`src/design/q6k_quantized_dot_product_assert.svh`:
```
// Assertion macros for the Q6_K dot-product block.
`ifndef Q6K_QUANTIZED_DOT_PRODUCT_ASSERT_SVH
`define Q6K_QUANTIZED_DOT_PRODUCT_ASSERT_SVH
`ifndef SYNTHESIS
`define Q6K_ASSERT_IMP(lbl, a, c, msg) \
  lbl: assert property (@(posedge clk) disable iff (rst) (a) |-> (c)) else $error(msg);
`define Q6K_ASSERT_NXT(lbl, a, c, msg) \
  lbl: assert property (@(posedge clk) disable iff (rst) (a) |=> (c)) else $error(msg);
`else
`define Q6K_ASSERT_IMP(lbl, a, c, msg)
`define Q6K_ASSERT_NXT(lbl, a, c, msg)
`endif
`endif

```
`src/design/q6k_pkg.sv`:
```
// Shared types and constants for the Q6_K dot-product block.
package q6k_pkg;

  localparam int LANES     = 4;
  localparam int NIB_W     = 4;
  localparam int HIBITS_W  = 2;
  localparam int SCALE_W   = 8;
  localparam int QG_W      = 14;
  localparam int BSCALE_W  = 16;

  typedef struct packed {
    logic valid;
    logic last;
  } q6k_ctrl_t;

endpackage

```
`src/design/q6k_lane.sv`:
```
// One lane: 6-bit code decode, group-scale multiply, activation multiply.
module q6k_lane #(
  parameter int ACT_WIDTH = 16
) (
  input  logic                                clk,
  input  logic                                advance,
  input  logic [q6k_pkg::NIB_W-1:0]           lo_nib,
  input  logic [q6k_pkg::HIBITS_W-1:0]        hi_bits,
  input  logic signed [q6k_pkg::SCALE_W-1:0]  scale,
  input  logic signed [ACT_WIDTH-1:0]         act,
  output logic signed [ACT_WIDTH+q6k_pkg::QG_W-1:0] prod
);

  localparam int QG_W   = q6k_pkg::QG_W;
  localparam int PROD_W = ACT_WIDTH + q6k_pkg::QG_W;

  // code - 32 is the 6-bit code with its top bit flipped
  logic signed [q6k_pkg::NIB_W+q6k_pkg::HIBITS_W-1:0] code_diff;
  logic signed [q6k_pkg::QG_W-1:0]                    qg;
  logic signed [ACT_WIDTH-1:0]                        act_q;

  assign code_diff = {~hi_bits[1], hi_bits[0], lo_nib};

  always_ff @(posedge clk) begin
    if (advance) begin
      qg    <= QG_W'(code_diff) * QG_W'(scale);
      act_q <= act;
      prod  <= PROD_W'(qg) * PROD_W'(act_q);
    end
  end

endmodule

```
`config.mk`:
```
export PLATFORM = sky130hd
export DESIGN_NAME = q6k_lane
export DESIGN_NICKNAME = d
export VERILOG_FILES = /design/src/design/q6k_quantized_dot_product_assert.svh /design/src/design/q6k_pkg.sv /design/src/design/q6k_lane.sv
export SDC_FILE = /design/constraint.sdc
export NUM_CORES = 1
export LEC_CHECK = 0
export ABC_AREA = 1
export BUFFER_PORTS_ARGS = -buffer_cell sky130_fd_sc_hd__buf_2
export CAP_MARGIN = 40
export CORE_AREA = 2 2 191 137
export DETAILED_ROUTE_END_ITERATION = 8
export DIE_AREA = 0 0 193 139
export PLACE_DENSITY = 0.74
export SETUP_SLACK_MARGIN = 0.15
export SLEW_MARGIN = 20
export SYNTH_ARGS = -nofsm -noshare
export SYNTH_HDL_FRONTEND = slang
export SYNTH_SLANG_ARGS = --single-unit
```
`constraint.sdc`:
```
create_clock -name clk -period 15.96 [get_ports clk]
set_input_delay 0.798 -clock clk [delete_from_list [all_inputs] [get_ports clk]]
set_output_delay 0.798 -clock clk [all_outputs]
set_load 0.01 [all_outputs]
```
* After elaboration in Yosys (flattened, before gate mapping)
Index checks and enable logic that the tools add are counted.
** Word-level totals
- Output and inout bits :: 30
- Bits in registers :: 60
** Operators by class
- Bitwise logic cells :: 1
- $mul :: 2
** Operators by type and width (number)
- $mul 14x16->30 :: 1
- $mul 6x8->14 :: 1
- $not 1->1 :: 1

* Logic depth before layout (Yosys ltp)
- Depth in word-level cells :: 2
- Depth in mapped cells :: 28
- Depth with buffers taken out :: 26

* Least setup slack after synthesis
No wires, ideal clock.
- Path type :: register to register
- From :: register qg[4] in the netlist's numbering
- To :: register prod[29] in the netlist's numbering, data pin
- Required time :: 15.708 ns
- Path buffers :: 2
- Cell stages (with the launch flop) :: 25
- Arrival :: 5.287 ns
- Path slack :: 10.421 ns
- Period minus slack after synthesis :: 5.539 ns
- Cell sequence :: edfxtp_1 > clkbuf_1 > clkbuf_1 > nand2_1 > fa_1 > inv_1 > fa_1 > inv_1 > fa_1 > inv_1 > fa_1 > inv_1 > fa_1 > fa_1 > inv_1 > ha_1 > nand2_1 > nor2_1 > nand2_1 > nor3_1 > nand2_1 > inv_1 > nor2_1 > nand2_1 > nand2_1
** On the way
- Longest elaborated chain between the ends :: 1
** RTL lines
- start: declaration :: RTL line q6k_lane.sv:19 : logic signed [q6k_pkg::QG_W-1:0] qg;
- start signal: assignment :: RTL line q6k_lane.sv:26 : qg <= QG_W'(code_diff) * QG_W'(scale);
- $mul 14x16->30 :: RTL line q6k_lane.sv:28 : prod <= PROD_W'(qg) * PROD_W'(act_q);
- end signal: assignment :: RTL line q6k_lane.sv:28
- end: declaration :: RTL line q6k_lane.sv:11 : output logic signed [ACT_WIDTH+q6k_pkg::QG_W-1:0] prod
No other way between the ends.
A chain may end at the register's enable or synchronous reset.

* Final worst setup path
- From :: register qg[2] in the netlist's numbering
- To :: register prod[29] in the netlist's numbering, data pin
The elaborated chain is that of the path after synthesis.

==> results.tsv <==
metric	value	unit
run status	completed	
synthesized-area fraction occupied by adder cells	0.488	
postcts setup bufs	0	
TritonCTS clock tree	yes	
hold buffers post-CTS	0	
cells on worst reg2reg path	22	
simple-gate share of the synthesized area	0.171	
layout cells sized above 1	0.0749	
Syn Area/Cell	8.24	um2
dpl ws	9.95	ns
Clock Path Buffers	2	
largest net degree at the start of global routing	61	
crit share post-route	0.382	
gr ovfl total	0	
maximum fanout along the worst path	16	
r2r endpoint	prod[29]	
crit path from	qg[2]	
Worst Setup EP	prod[29]	
synthesized netlist net count	1939	
Max-Cap Viols	0	
Vias	9665	
worst setup margin	9.87	ns
Setup CP Type	flip-flop to flip-flop	
Area Overhead vs Synth	6.79	%
Nets	1965	
main combinational cell family by area after synthesis	adder cells	
vias in the first global route	10100	
Avg Vias per Cell	5.04	
cts repair resizes	0	
RR Startpoint	qg[2]	
initial core utilization	0.511	
sequential-to-total area share from yosys stat	0.140	
mapped cell area	12800	um2
count of final setup violators	0	
CP Data Required Time	16.07	ns
post-synthesis xor/xnor area fraction	0.0211	
worst-skew pair later-pin latency	0.35	ns
DRC marker count from the first detailed-route iteration	665	
full die area	26800	um2
Synth Area in Compound Gates	0.0255	
fin area	13700	um2
drt wl/cell	15.0	um
mux cell area share after synthesis	0	
GRT Overall Usage	0.235	
Synth Instances	1558	
# IOs	62	
Placed Cells	1903	
initial antenna violation count	0	
Slew Viols, Final	0	
largest area contributor in the netlist	fa_1	
clock sink count	60	
Placement Rows	49	
met2 track demand over resource	0.369	
register area	1800	um2
Worst-Margin Slew	0.823	ns
Synth top area share	0.394	
Die W	193	um
CTS clk-pin slew, worst paths	0.06	ns
fill cell count	2309	
Synth Warn #	0	
met1 Track Usage GR	0.330	
DR pass1 iterations	5	
DIE HEIGHT	139	um
Netlist cell types	32	
ranking of synthesized cells by area	fa_1 39%, edfxtp_1 14%, inv_1 14%, nand2_1 12%, ha_1 9.4%	
FMAX	164	MHz
GR Util met3	0.0493	
global route hottest layer	met2	
fin cells	1919	
final WL	28800	um
worst hold path class	input port to flip-flop	
startpoint type of the worst setup path	flip-flop	
# DRC	0	
HPWL after detailed placement	23800	um
cts bufs inserted	9	
Worst slew margin	0.451	
Setup Total Neg Slack	0	ns
FF+latch count, synth	60	
Core Area	25100	um2
area occupied by multi-input gates	9070	um2
H-tree Lvls	3	
Placed Area	13400	um2
GPL Wtd Cong	0.953	
CP arrival	6.20	ns
ANT cells	0	
minimum clock period	6.09	ns
nature of the critical path endpoint	flip-flop	
Routed Antenna Nets	0	
R2R Setup Slk	9.87	ns
RSZ-0062 raised after global routing	no	
Setup Skew	0.0105	ns
first-pass GRT wire length	49100	um
final hold violations	0	
count of input and output buffers	61	
root buf cell	clkbuf_16	
## routing by layer
metal,share of wire,up-vias
li1,-,4513
met1,0.44,4791
met2,0.46,308
met3,0.072,53
met4,0.021,0
met5,0,-
## flip-flops by register name (all words and copies together) (netlist names)
| register | flops |
|---|---|
| prod | 30 |
| qg | 14 |
| act_q | 16 |
## stage by stage
step | hold WS [ns] | utilization
after floorplan | 0.566 | -
after global placement | 0.978 | 0.533
after detailed placement | 0.976 | 0.533
after CTS | 0.596 | 0.545
after global routing | 0.609 | 0.546
final | 0.614 | 0.546
## cells by family after synthesis
logic type                 Yosys count
buffers and inverters              526
xor gates and xnor gates            31
AOI/OAI and AO/OA                   60
adders and majority gates          349
DFF                                 60
and+or+nand+nor                    532
## critical path, cell delays in order (launching register included)
cell,delay (ns)
edfxtp_1,0.69
nand2_1,0.19
fa_1,0.63
inv_1,0.07
fa_1,0.66
inv_1,0.22
fa_1,0.52
inv_1,0.05
fa_1,0.52
inv_1,0.05
fa_1,0.46
fa_1,0.52
inv_1,0.05
ha_1,0.40
nand2_1,0.12
nor2_1,0.20
nand2_1,0.11
nor3_1,0.14
nand2_1,0.09
inv_1,0.06
nor2_1,0.04
nand2_1,0.05
nand2_1,0.05
## cell usage after synthesis, drive strengths merged
| cell type | instances |
|---|---|
| nor3 | 2 |
| clkbuf | 47 |
| nand3b | 1 |
| xnor2 | 8 |
| a31oi | 1 |
| buf | 1 |
| ha | 96 |
| o211ai | 2 |
| nand2b | 1 |
| and3 | 1 |
| a21o | 1 |
| nand2 | 408 |
| fa | 253 |
| inv | 478 |
| o21bai | 1 |
| o21ai | 19 |
| xor2 | 23 |
| o2111ai | 1 |
| nand4 | 14 |
| nand3 | 35 |
| edfxtp | 60 |
| or2 | 12 |
| a21oi | 35 |
| nor2 | 58 |
## worst min path at each step
stage | startpoint | end | depth (start not counted)
6_report | act[14] | act_q[14] | 1
2_1_floorplan | act_q[0] | prod[0] | 2
4_1_cts | act[14] | act_q[14] | 1
3_5_place_dp | act[14] | act_q[14] | 1
3_3_place_gp | act[9] | act_q[9] | 1
5_1_grt | act[12] | act_q[12] | 1
## final cells by class
| type | count | area share |
|---|---|---|
| inverter | 478 | 0.131 |
| clock buffer | 9 | 0.0164 |
| multi-input combinational | 972 | 0.661 |
| sequential | 60 | 0.131 |
| timing repair buffer | 63 | 0.0243 |
| clock inverter | 6 | 0.00584 |
| tap | 331 | 0.0302 |
## cells in the final DEF (no fill, tap or decap), drive strengths merged, types with 14 or more instances in the layout
master  count
edfxtp     60
xor2       23
fa        253
nand3      35
nand4      14
a21oi      35
nand2     408
o21ai      19
buf        63
ha         96
inv       478
nor2       58
Power is left out: the tool's default activity adds up to more than one toggle a clock period on the data nets, which glitch-free logic cannot reach.
