<file path="src/design/q6k_quantized_dot_product_assert.svh">
// Assertion macros for the Q6_K dot-product block.
`ifndef Q6K_QUANTIZED_DOT_PRODUCT_ASSERT_SVH
`define Q6K_QUANTIZED_DOT_PRODUCT_ASSERT_SVH
`ifndef SYNTHESIS
`define Q6K_ASSERT_IMP(lbl, a, c, msg) \
  lbl: assert property (@(posedge clk) disable iff (rst) (a) |-> (c)) else $error(msg);
`define Q6K_ASSERT_NXT(lbl, a, c, msg) \
  lbl: assert property (@(posedge clk) disable iff (rst) (a) |=> (c)) else $error(msg);
`else
`define Q6K_ASSERT_IMP(lbl, a, c, msg)
`define Q6K_ASSERT_NXT(lbl, a, c, msg)
`endif
`endif

</file>
<file path="src/design/q6k_pkg.sv">
// Shared types and constants for the Q6_K dot-product block.
package q6k_pkg;

  localparam int LANES     = 4;
  localparam int NIB_W     = 4;
  localparam int HIBITS_W  = 2;
  localparam int SCALE_W   = 8;
  localparam int QG_W      = 14;
  localparam int BSCALE_W  = 16;

  typedef struct packed {
    logic valid;
    logic last;
  } q6k_ctrl_t;

endpackage

</file>
<file path="src/design/q6k_merge.sv">
// Lane merge: four-way sum, block-scale multiply, saturating row accumulator.
module q6k_merge #(
  parameter int ACT_WIDTH = 16,
  parameter int ACC_WIDTH = 64
) (
  input  logic                                       clk,
  input  logic                                       rst,
  input  q6k_pkg::q6k_ctrl_t                         in_ctrl,
  input  logic signed [ACT_WIDTH+q6k_pkg::QG_W-1:0]  prod0,
  input  logic signed [ACT_WIDTH+q6k_pkg::QG_W-1:0]  prod1,
  input  logic signed [ACT_WIDTH+q6k_pkg::QG_W-1:0]  prod2,
  input  logic signed [ACT_WIDTH+q6k_pkg::QG_W-1:0]  prod3,
  input  logic [q6k_pkg::BSCALE_W-1:0]               bscale,
  input  logic                                       out_ready,
  output logic                                       out_valid,
  output logic signed [ACC_WIDTH-1:0]                row_sum,
  output logic                                       saturated,
  output logic                                       advance
);

  localparam int PROD_W = ACT_WIDTH + q6k_pkg::QG_W;
  localparam int DOT_W  = PROD_W + 2;
  localparam int TERM_W = DOT_W + q6k_pkg::BSCALE_W + 1;
  localparam int SUM_W  = ((ACC_WIDTH > TERM_W) ? ACC_WIDTH : TERM_W) + 1;
  localparam logic signed [SUM_W-1:0] ACC_HI =
    {{(SUM_W-ACC_WIDTH+1){1'b0}}, {(ACC_WIDTH-1){1'b1}}};
  localparam logic signed [SUM_W-1:0] ACC_LO = ~ACC_HI;

  q6k_pkg::q6k_ctrl_t               c3, c4;
  logic signed [DOT_W-1:0]          dot;
  logic [q6k_pkg::BSCALE_W-1:0]     bs3;
  logic signed [TERM_W-1:0]         term;
  logic signed [ACC_WIDTH-1:0]      acc;
  logic                             ovf;
  logic signed [SUM_W-1:0]          sum_wide;
  logic                             sat_now;
  logic signed [ACC_WIDTH-1:0]      acc_next;
  logic                             ovf_next;
  logic                             take;

  assign advance = !(out_valid && !out_ready && c4.valid && c4.last);
  assign take    = advance && c4.valid;

  always_comb begin
    sum_wide = SUM_W'(acc) + SUM_W'(term);
    sat_now  = 1'b0;
    acc_next = sum_wide[ACC_WIDTH-1:0];
    if (sum_wide > ACC_HI) begin
      acc_next = ACC_HI[ACC_WIDTH-1:0];
      sat_now  = 1'b1;
    end else if (sum_wide < ACC_LO) begin
      acc_next = ACC_LO[ACC_WIDTH-1:0];
      sat_now  = 1'b1;
    end
    ovf_next = ovf || sat_now;
  end

  always_ff @(posedge clk) begin
    if (advance) begin
      dot  <= DOT_W'(prod0) + DOT_W'(prod1) + DOT_W'(prod2) + DOT_W'(prod3);
      bs3  <= bscale;
      term <= TERM_W'(dot) * TERM_W'($signed({1'b0, bs3}));
    end
    if (take && c4.last) begin
      row_sum   <= acc_next;
      saturated <= ovf_next;
    end
  end

  always_ff @(posedge clk) begin
    if (rst) begin
      c3        <= '0;
      c4        <= '0;
      acc       <= '0;
      ovf       <= 1'b0;
      out_valid <= 1'b0;
    end else begin
      if (advance) begin
        c3 <= in_ctrl;
        c4 <= c3;
      end
      if (take) begin
        if (c4.last) begin
          acc <= '0;
          ovf <= 1'b0;
        end else begin
          acc <= acc_next;
          ovf <= ovf_next;
        end
      end
      if (take && c4.last) begin
        out_valid <= 1'b1;
      end else if (out_ready) begin
        out_valid <= 1'b0;
      end
    end
  end

endmodule

</file>
<file path="config.mk">
export PLATFORM = sky130hd
export DESIGN_NAME = q6k_merge
export DESIGN_NICKNAME = d
export VERILOG_FILES = /design/src/design/q6k_quantized_dot_product_assert.svh /design/src/design/q6k_pkg.sv /design/src/design/q6k_merge.sv
export SDC_FILE = /design/constraint.sdc
export NUM_CORES = 2
export LEC_CHECK = 0
export BUFFER_PORTS_ARGS = -buffer_cell sky130_fd_sc_hd__buf_2
export CORE_ASPECT_RATIO = 0.7
export CORE_UTILIZATION = 55
export CTS_CLUSTER_SIZE = 20
export DETAILED_ROUTE_END_ITERATION = 10
export GPL_ROUTABILITY_DRIVEN = 0
export GPL_TIMING_DRIVEN = 0
export PLACE_DENSITY = 0.73
export SETUP_SLACK_MARGIN = 0.5
export SLEW_MARGIN = 20
export SYNTH_ARGS = -nofsm -noshare
export SYNTH_HDL_FRONTEND = slang
export SYNTH_SLANG_ARGS = --single-unit
</file>
<file path="constraint.sdc">
create_clock -name clk -period 7.3 [get_ports clk]
set_input_delay 1.095 -clock clk [delete_from_list [all_inputs] [get_ports clk]]
set_output_delay 1.095 -clock clk [all_outputs]
set_load 0.005 [all_outputs]
</file>
; ---- After elaboration in Yosys (flattened, before gate mapping)
; Cells that the tools add are included.
[word_totals]
ff_bits = 232
input_bits = 141
output_inout_bits = 67
wordCells = 36
[classes]
addsub = 4
multipliers = 1
n_lt_le_gt_ge = 2
mux = 8
n_reduce_logical = 9
[ops]
columns = operator, count
row1 = $mux 64, 3
row2 = $add 64x49->65, 1
row3 = $gt 65x64->1 const B, 1
row4 = $lt 65x64->1 const B, 1
row5 = $mul 32x17->49, 1
row6 = $add 31x30->32, 1
row7 = $add 32x30->32, 1
row8 = $add 30x30->31, 1
row9 = $logic_and 1x1->1, 5
row10 = $mux 1, 5
row11 = $logic_not 1->1, 2
row12 = $reduce_bool 2->1, 1
row13 = $logic_or 1x1->1, 1

; ---- Logic depth before layout (Yosys ltp)
[logic_depth]
depth_word = 8
mapped_depth = 27
ltp_nobuf = 26

; ---- Least setup slack after synthesis
; OpenSTA, ideal clock, no wires.
[synth_path]
path_kind = register -> register
start = reg bs3[2] in the netlist's numbering
end = reg term[47], data pin
setup_ns = 0.258
arrival_ns = 6.154
required_ns = 7.042
setup_slack_ns = 0.889
stages_incl_launch_ff = 26
n_path_buf = 2
period_less_slack_ns = 6.411
path_cell_list = edfxtp_1 -> clkbuf_1 -> and2_1 -> fa_1 -> inv_1 -> fa_1 -> inv_1 -> fa_1 -> inv_1 -> fa_1 -> fa_1 -> fa_1 -> inv_1 -> ha_1 -> clkbuf_1 -> nand4_1 -> o21ai_0 -> nor4_1 -> a211oi_1 -> a21oi_1 -> a311oi_1 -> nor2_1 -> o311a_1 -> o21bai_1 -> a21oi_1 -> xnor2_1
[synth_between]
elab_chain_len = 1
[synth_lines]
columns = item, line
row1 = "start, declared", q6k_merge.sv:31  ; logic [q6k_pkg::BSCALE_W-1:0] bs3;
row2 = "start signal, assigned", q6k_merge.sv:61  ; bs3 <= bscale;
row3 = $mul 32x17->49, q6k_merge.sv:62  ; term <= TERM_W'(dot) * TERM_W'($signed({1'b0, bs3}));
row4 = "end signal, assigned", q6k_merge.sv:62
row5 = "end, declared", q6k_merge.sv:32  ; logic signed [TERM_W-1:0] term;
; No other way between the ends.
; A chain may end at the register's enable or synchronous reset.

; ---- Final worst setup path
[layout_path]
start = reg bs3[14] in the netlist's numbering
end = reg term[47], data pin
; The elaborated chain is that of the path after synthesis.

==> flow_summary.yaml <==
status:
  status: "finished, final reports clean"
critical_path:
  cp_cell_sequence: "clkbuf_1, and2_1, ha_1, fa_1, fa_1, fa_1, fa_1, inv_1, fa_1, inv_1, ha_1, clkbuf_8, nand4_1, buf_4, o21ai_4, nor4_4, a211oi_2, a21oi_2, a311oi_4, nor2_2, o311a_1, o21bai_1, a21oi_1, xnor2_1"
  critical_path_buf_inv_count: 5
  cp.arrival_ns: 7.18
  max_stage_delay_ns: 0.69
  critPathTopFamily: "adder cells"
  cp.required_ns: 7.60
  worstSetupStartpointType: "flop"
  critPathKind: "flop to flop"
  cpMostUsedCell: "fa_1"
  crit_path_top_delay_cell: "clkbuf_1"
  r2r-start: "bs3[14]"
  r2r_cells: 24
  r2r_setup_slack_ns: 0.43
  path_max_fanout: 10
  end_kind: "flop"
  rr_endpoint: "term[47]"
place:
  dp_cells: 4354
  place_hpwl_mm: 68.8
  portBuffers: 206
  dp_slack_ns: -0.558
cts:
  cts_buffers: 25
  ctsRootBufferMaster: "clkbuf_16"
  clock_path_buffers: 3
  clock_latency_ns: 0.58
  cts.sinks: 232
  htree_levels: 1
  cts_hold_buffers: 0
  cts_tree: "yes"
  cts.clk_slew.worst_paths_ns: 0.06
yosys:
  yosys.cell_types.count: 83
  synth-seq-cells: 232
  yosysSeqAreaShare_pct: 19.4
  ys.flop_type: "edfxtp_1"
  synth.net_count: 4299
  synth_edf_count: 162
  synthCells: 3395
  synth-warning-count: 0
  netlist_area_um2: 32300
  async_flop_share_pct: 0
  synth_area_per_cell_um2: 9.52
route:
  dr.pass1.iters: 5
  num_vias: 25200
  routedWlPerCell_um: 19.2
  antenna_left: 0
  drt_wl_total_mm: 85.8
  drt_iter0_markers: 2348
  viasPerCell: 5.64
  drc: 0
global_routing:
  antenna_found_initial: 6
  grt_pass1_wl_mm: 137
  grt_max_degree: 50
  grt_pass1_vias: 25500
  grt_usage_pct: 29.7
  grt_overflow: 0
cells_and_area:
  layout_commonest_cell: "inv_1"
  layoutNonFillerInstCount: 4468
  nets: 4601
  layout_common_cells: "635 x inv_1, 540 x fa_1, 416 x nand2_1, 238 x and2_1, 230 x buf_2"
  drive_gt1_share_pct: 13.6
  syn2layout_area_growth_pct: 13.5
  nFillCells: 4654
timing:
  rsz0062_at_grt: "yes"
  finalSetupViolations: 0
  clock.fmax_mhz: 146
  fin_crit_ns: 6.87
  skew_ns: 0.0179
  setup_ws_ns: 0.428
  fin_crit_sh_pct: 94.1
  drv_slew: 0
  final-hold-violation-count: 0
  tightest_slew_ns: 1.12
  relSlewSlack_pct: 24.9
min_path:
  min_from: "acc[52]"
  hold_depth: 2
  min_to: "acc[52]"
  hold_class: "flop to flop"
floorplan:
  coreArea_um2: 57500
  die_area_um2: 59700
  die_w_um: 292
  dieHeight_um: 205
  rows: 73
  pin_count: 208
  start_util_pct: 56.2
flow_run:
  drv_cap: 0
## state kept, by name (all words and copies together), names as in the netlist
register and flops:
dot 32, out_valid 1, saturated 1, row_sum 64
ovf 1, c3 2, bs3 16, c4 2
term 49, acc 64
## area by class of cell
cell class	count	area (um^2)	share of cell area (%)
diodes	2	5.00	0.0136
clock inverters	14	196	0.536
inverters	640	2410	6.56
well taps	750	938	2.56
flip-flops and latches	232	6270	17.1
clock buffers	32	713	1.94
multi-input cells	2380	23500	64.0
plain buffers	143	1030	2.80
repair buffers	275	1650	4.49
## cell families after synthesis
logic type	Yosys count	share of synthesized area, %
buffers and inverters	783	9.23
adder cells (fa/ha/maj)	792	43.2
AO/OA/AOI/OAI	530	10.8
AND/OR/NAND/NOR	924	13.7
XOR/XNOR	134	3.65
flip-flops	232	19.4
## how the worst max path moves through the flow
| stage | end | cells after the start | start | slack, ns |
|---|---|---|---|---|
| after CTS | term[47] | 27 | bs3[6] | 0.50 |
| after global placement | term[47] | 25 | bs3[10] | -0.56 |
| after detailed placement | term[47] | 25 | bs3[10] | -0.56 |
| after floorplan | term[47] | 25 | bs3[2] | 0.89 |
| final | term[47] | 24 | bs3[14] | 0.43 |
| after global routing | term[47] | 25 | bs3[8] | 0.17 |
## layer usage
layer / up-vias / GRT usage (%) / share of wire (%)
met5: - / 0 / 0.017
met4: 2 / 6.77 / 2.2
met3: 143 / 6.20 / 11
met2: 1104 / 45.5 / 44
met1: 12500 / 43.4 / 43
li1: 11400 / - / -
## cells in the mapped netlist (22+ instances only)
master    number  share of area (%)
nand2_1      418                4.9
nor3_1        24               0.37
o21bai_1      22               0.51
fa_1         551                 34
ha_1         212                8.2
o21ai_0       99                1.5
xnor2_1       91                2.5
nand3_1       24               0.37
clkbuf_1     118                1.4
edfxtp_1     162                 15
maj3_1        27               0.84
inv_1        640                7.4
dfxtp_1       70                4.3
and2_1       242                4.7
a21oi_1      166                2.6
nor2_1       118                1.4
a221o_1       28               0.87
nand4_1       27               0.52
a21o_1        63                1.5
xor2_1        42                1.1
## worst register-to-register path, cell delays in order (launching register included)
cell and delay [ns]:
edfxtp_1 0.39, clkbuf_1 0.69, and2_1 0.26, ha_1 0.25, fa_1 0.50, fa_1 0.45, fa_1 0.54, fa_1 0.51
inv_1 0.05, fa_1 0.48, inv_1 0.04, ha_1 0.27, clkbuf_8 0.15, nand4_1 0.18, buf_4 0.20, o21ai_4 0.16
nor4_4 0.08, a211oi_2 0.23, a21oi_2 0.08, a311oi_4 0.28, nor2_2 0.11, o311a_1 0.31, o21bai_1 0.15, a21oi_1 0.09
xnor2_1 0.15
## per-stage QoR
stage               instance area, um^2  setup TNS (ns)  hold slack, ns  utilization (%)
finish                            36700               0           0.453             63.8
global route                      36700               0           0.475             63.8
CTS                               36300               0           0.454             63.2
detailed placement                34400           -2.66           0.443             59.8
global placement                  34300           -2.18           0.439             59.7
floorplan                         32300               0           0.420                -
## repair_timing
| action | 4_1_cts | 5_1_grt |
|---|---|---|
| gates resized for setup | 207 | 57 |
| setup buffers | 45 | 21 |
| endpoints found under the setup margin | 25 | 13 |
| pin swaps | 33 | 36 |
Power is not shown: default switching activity piles up to over one toggle a cycle in this logic, so the estimate is an artifact.
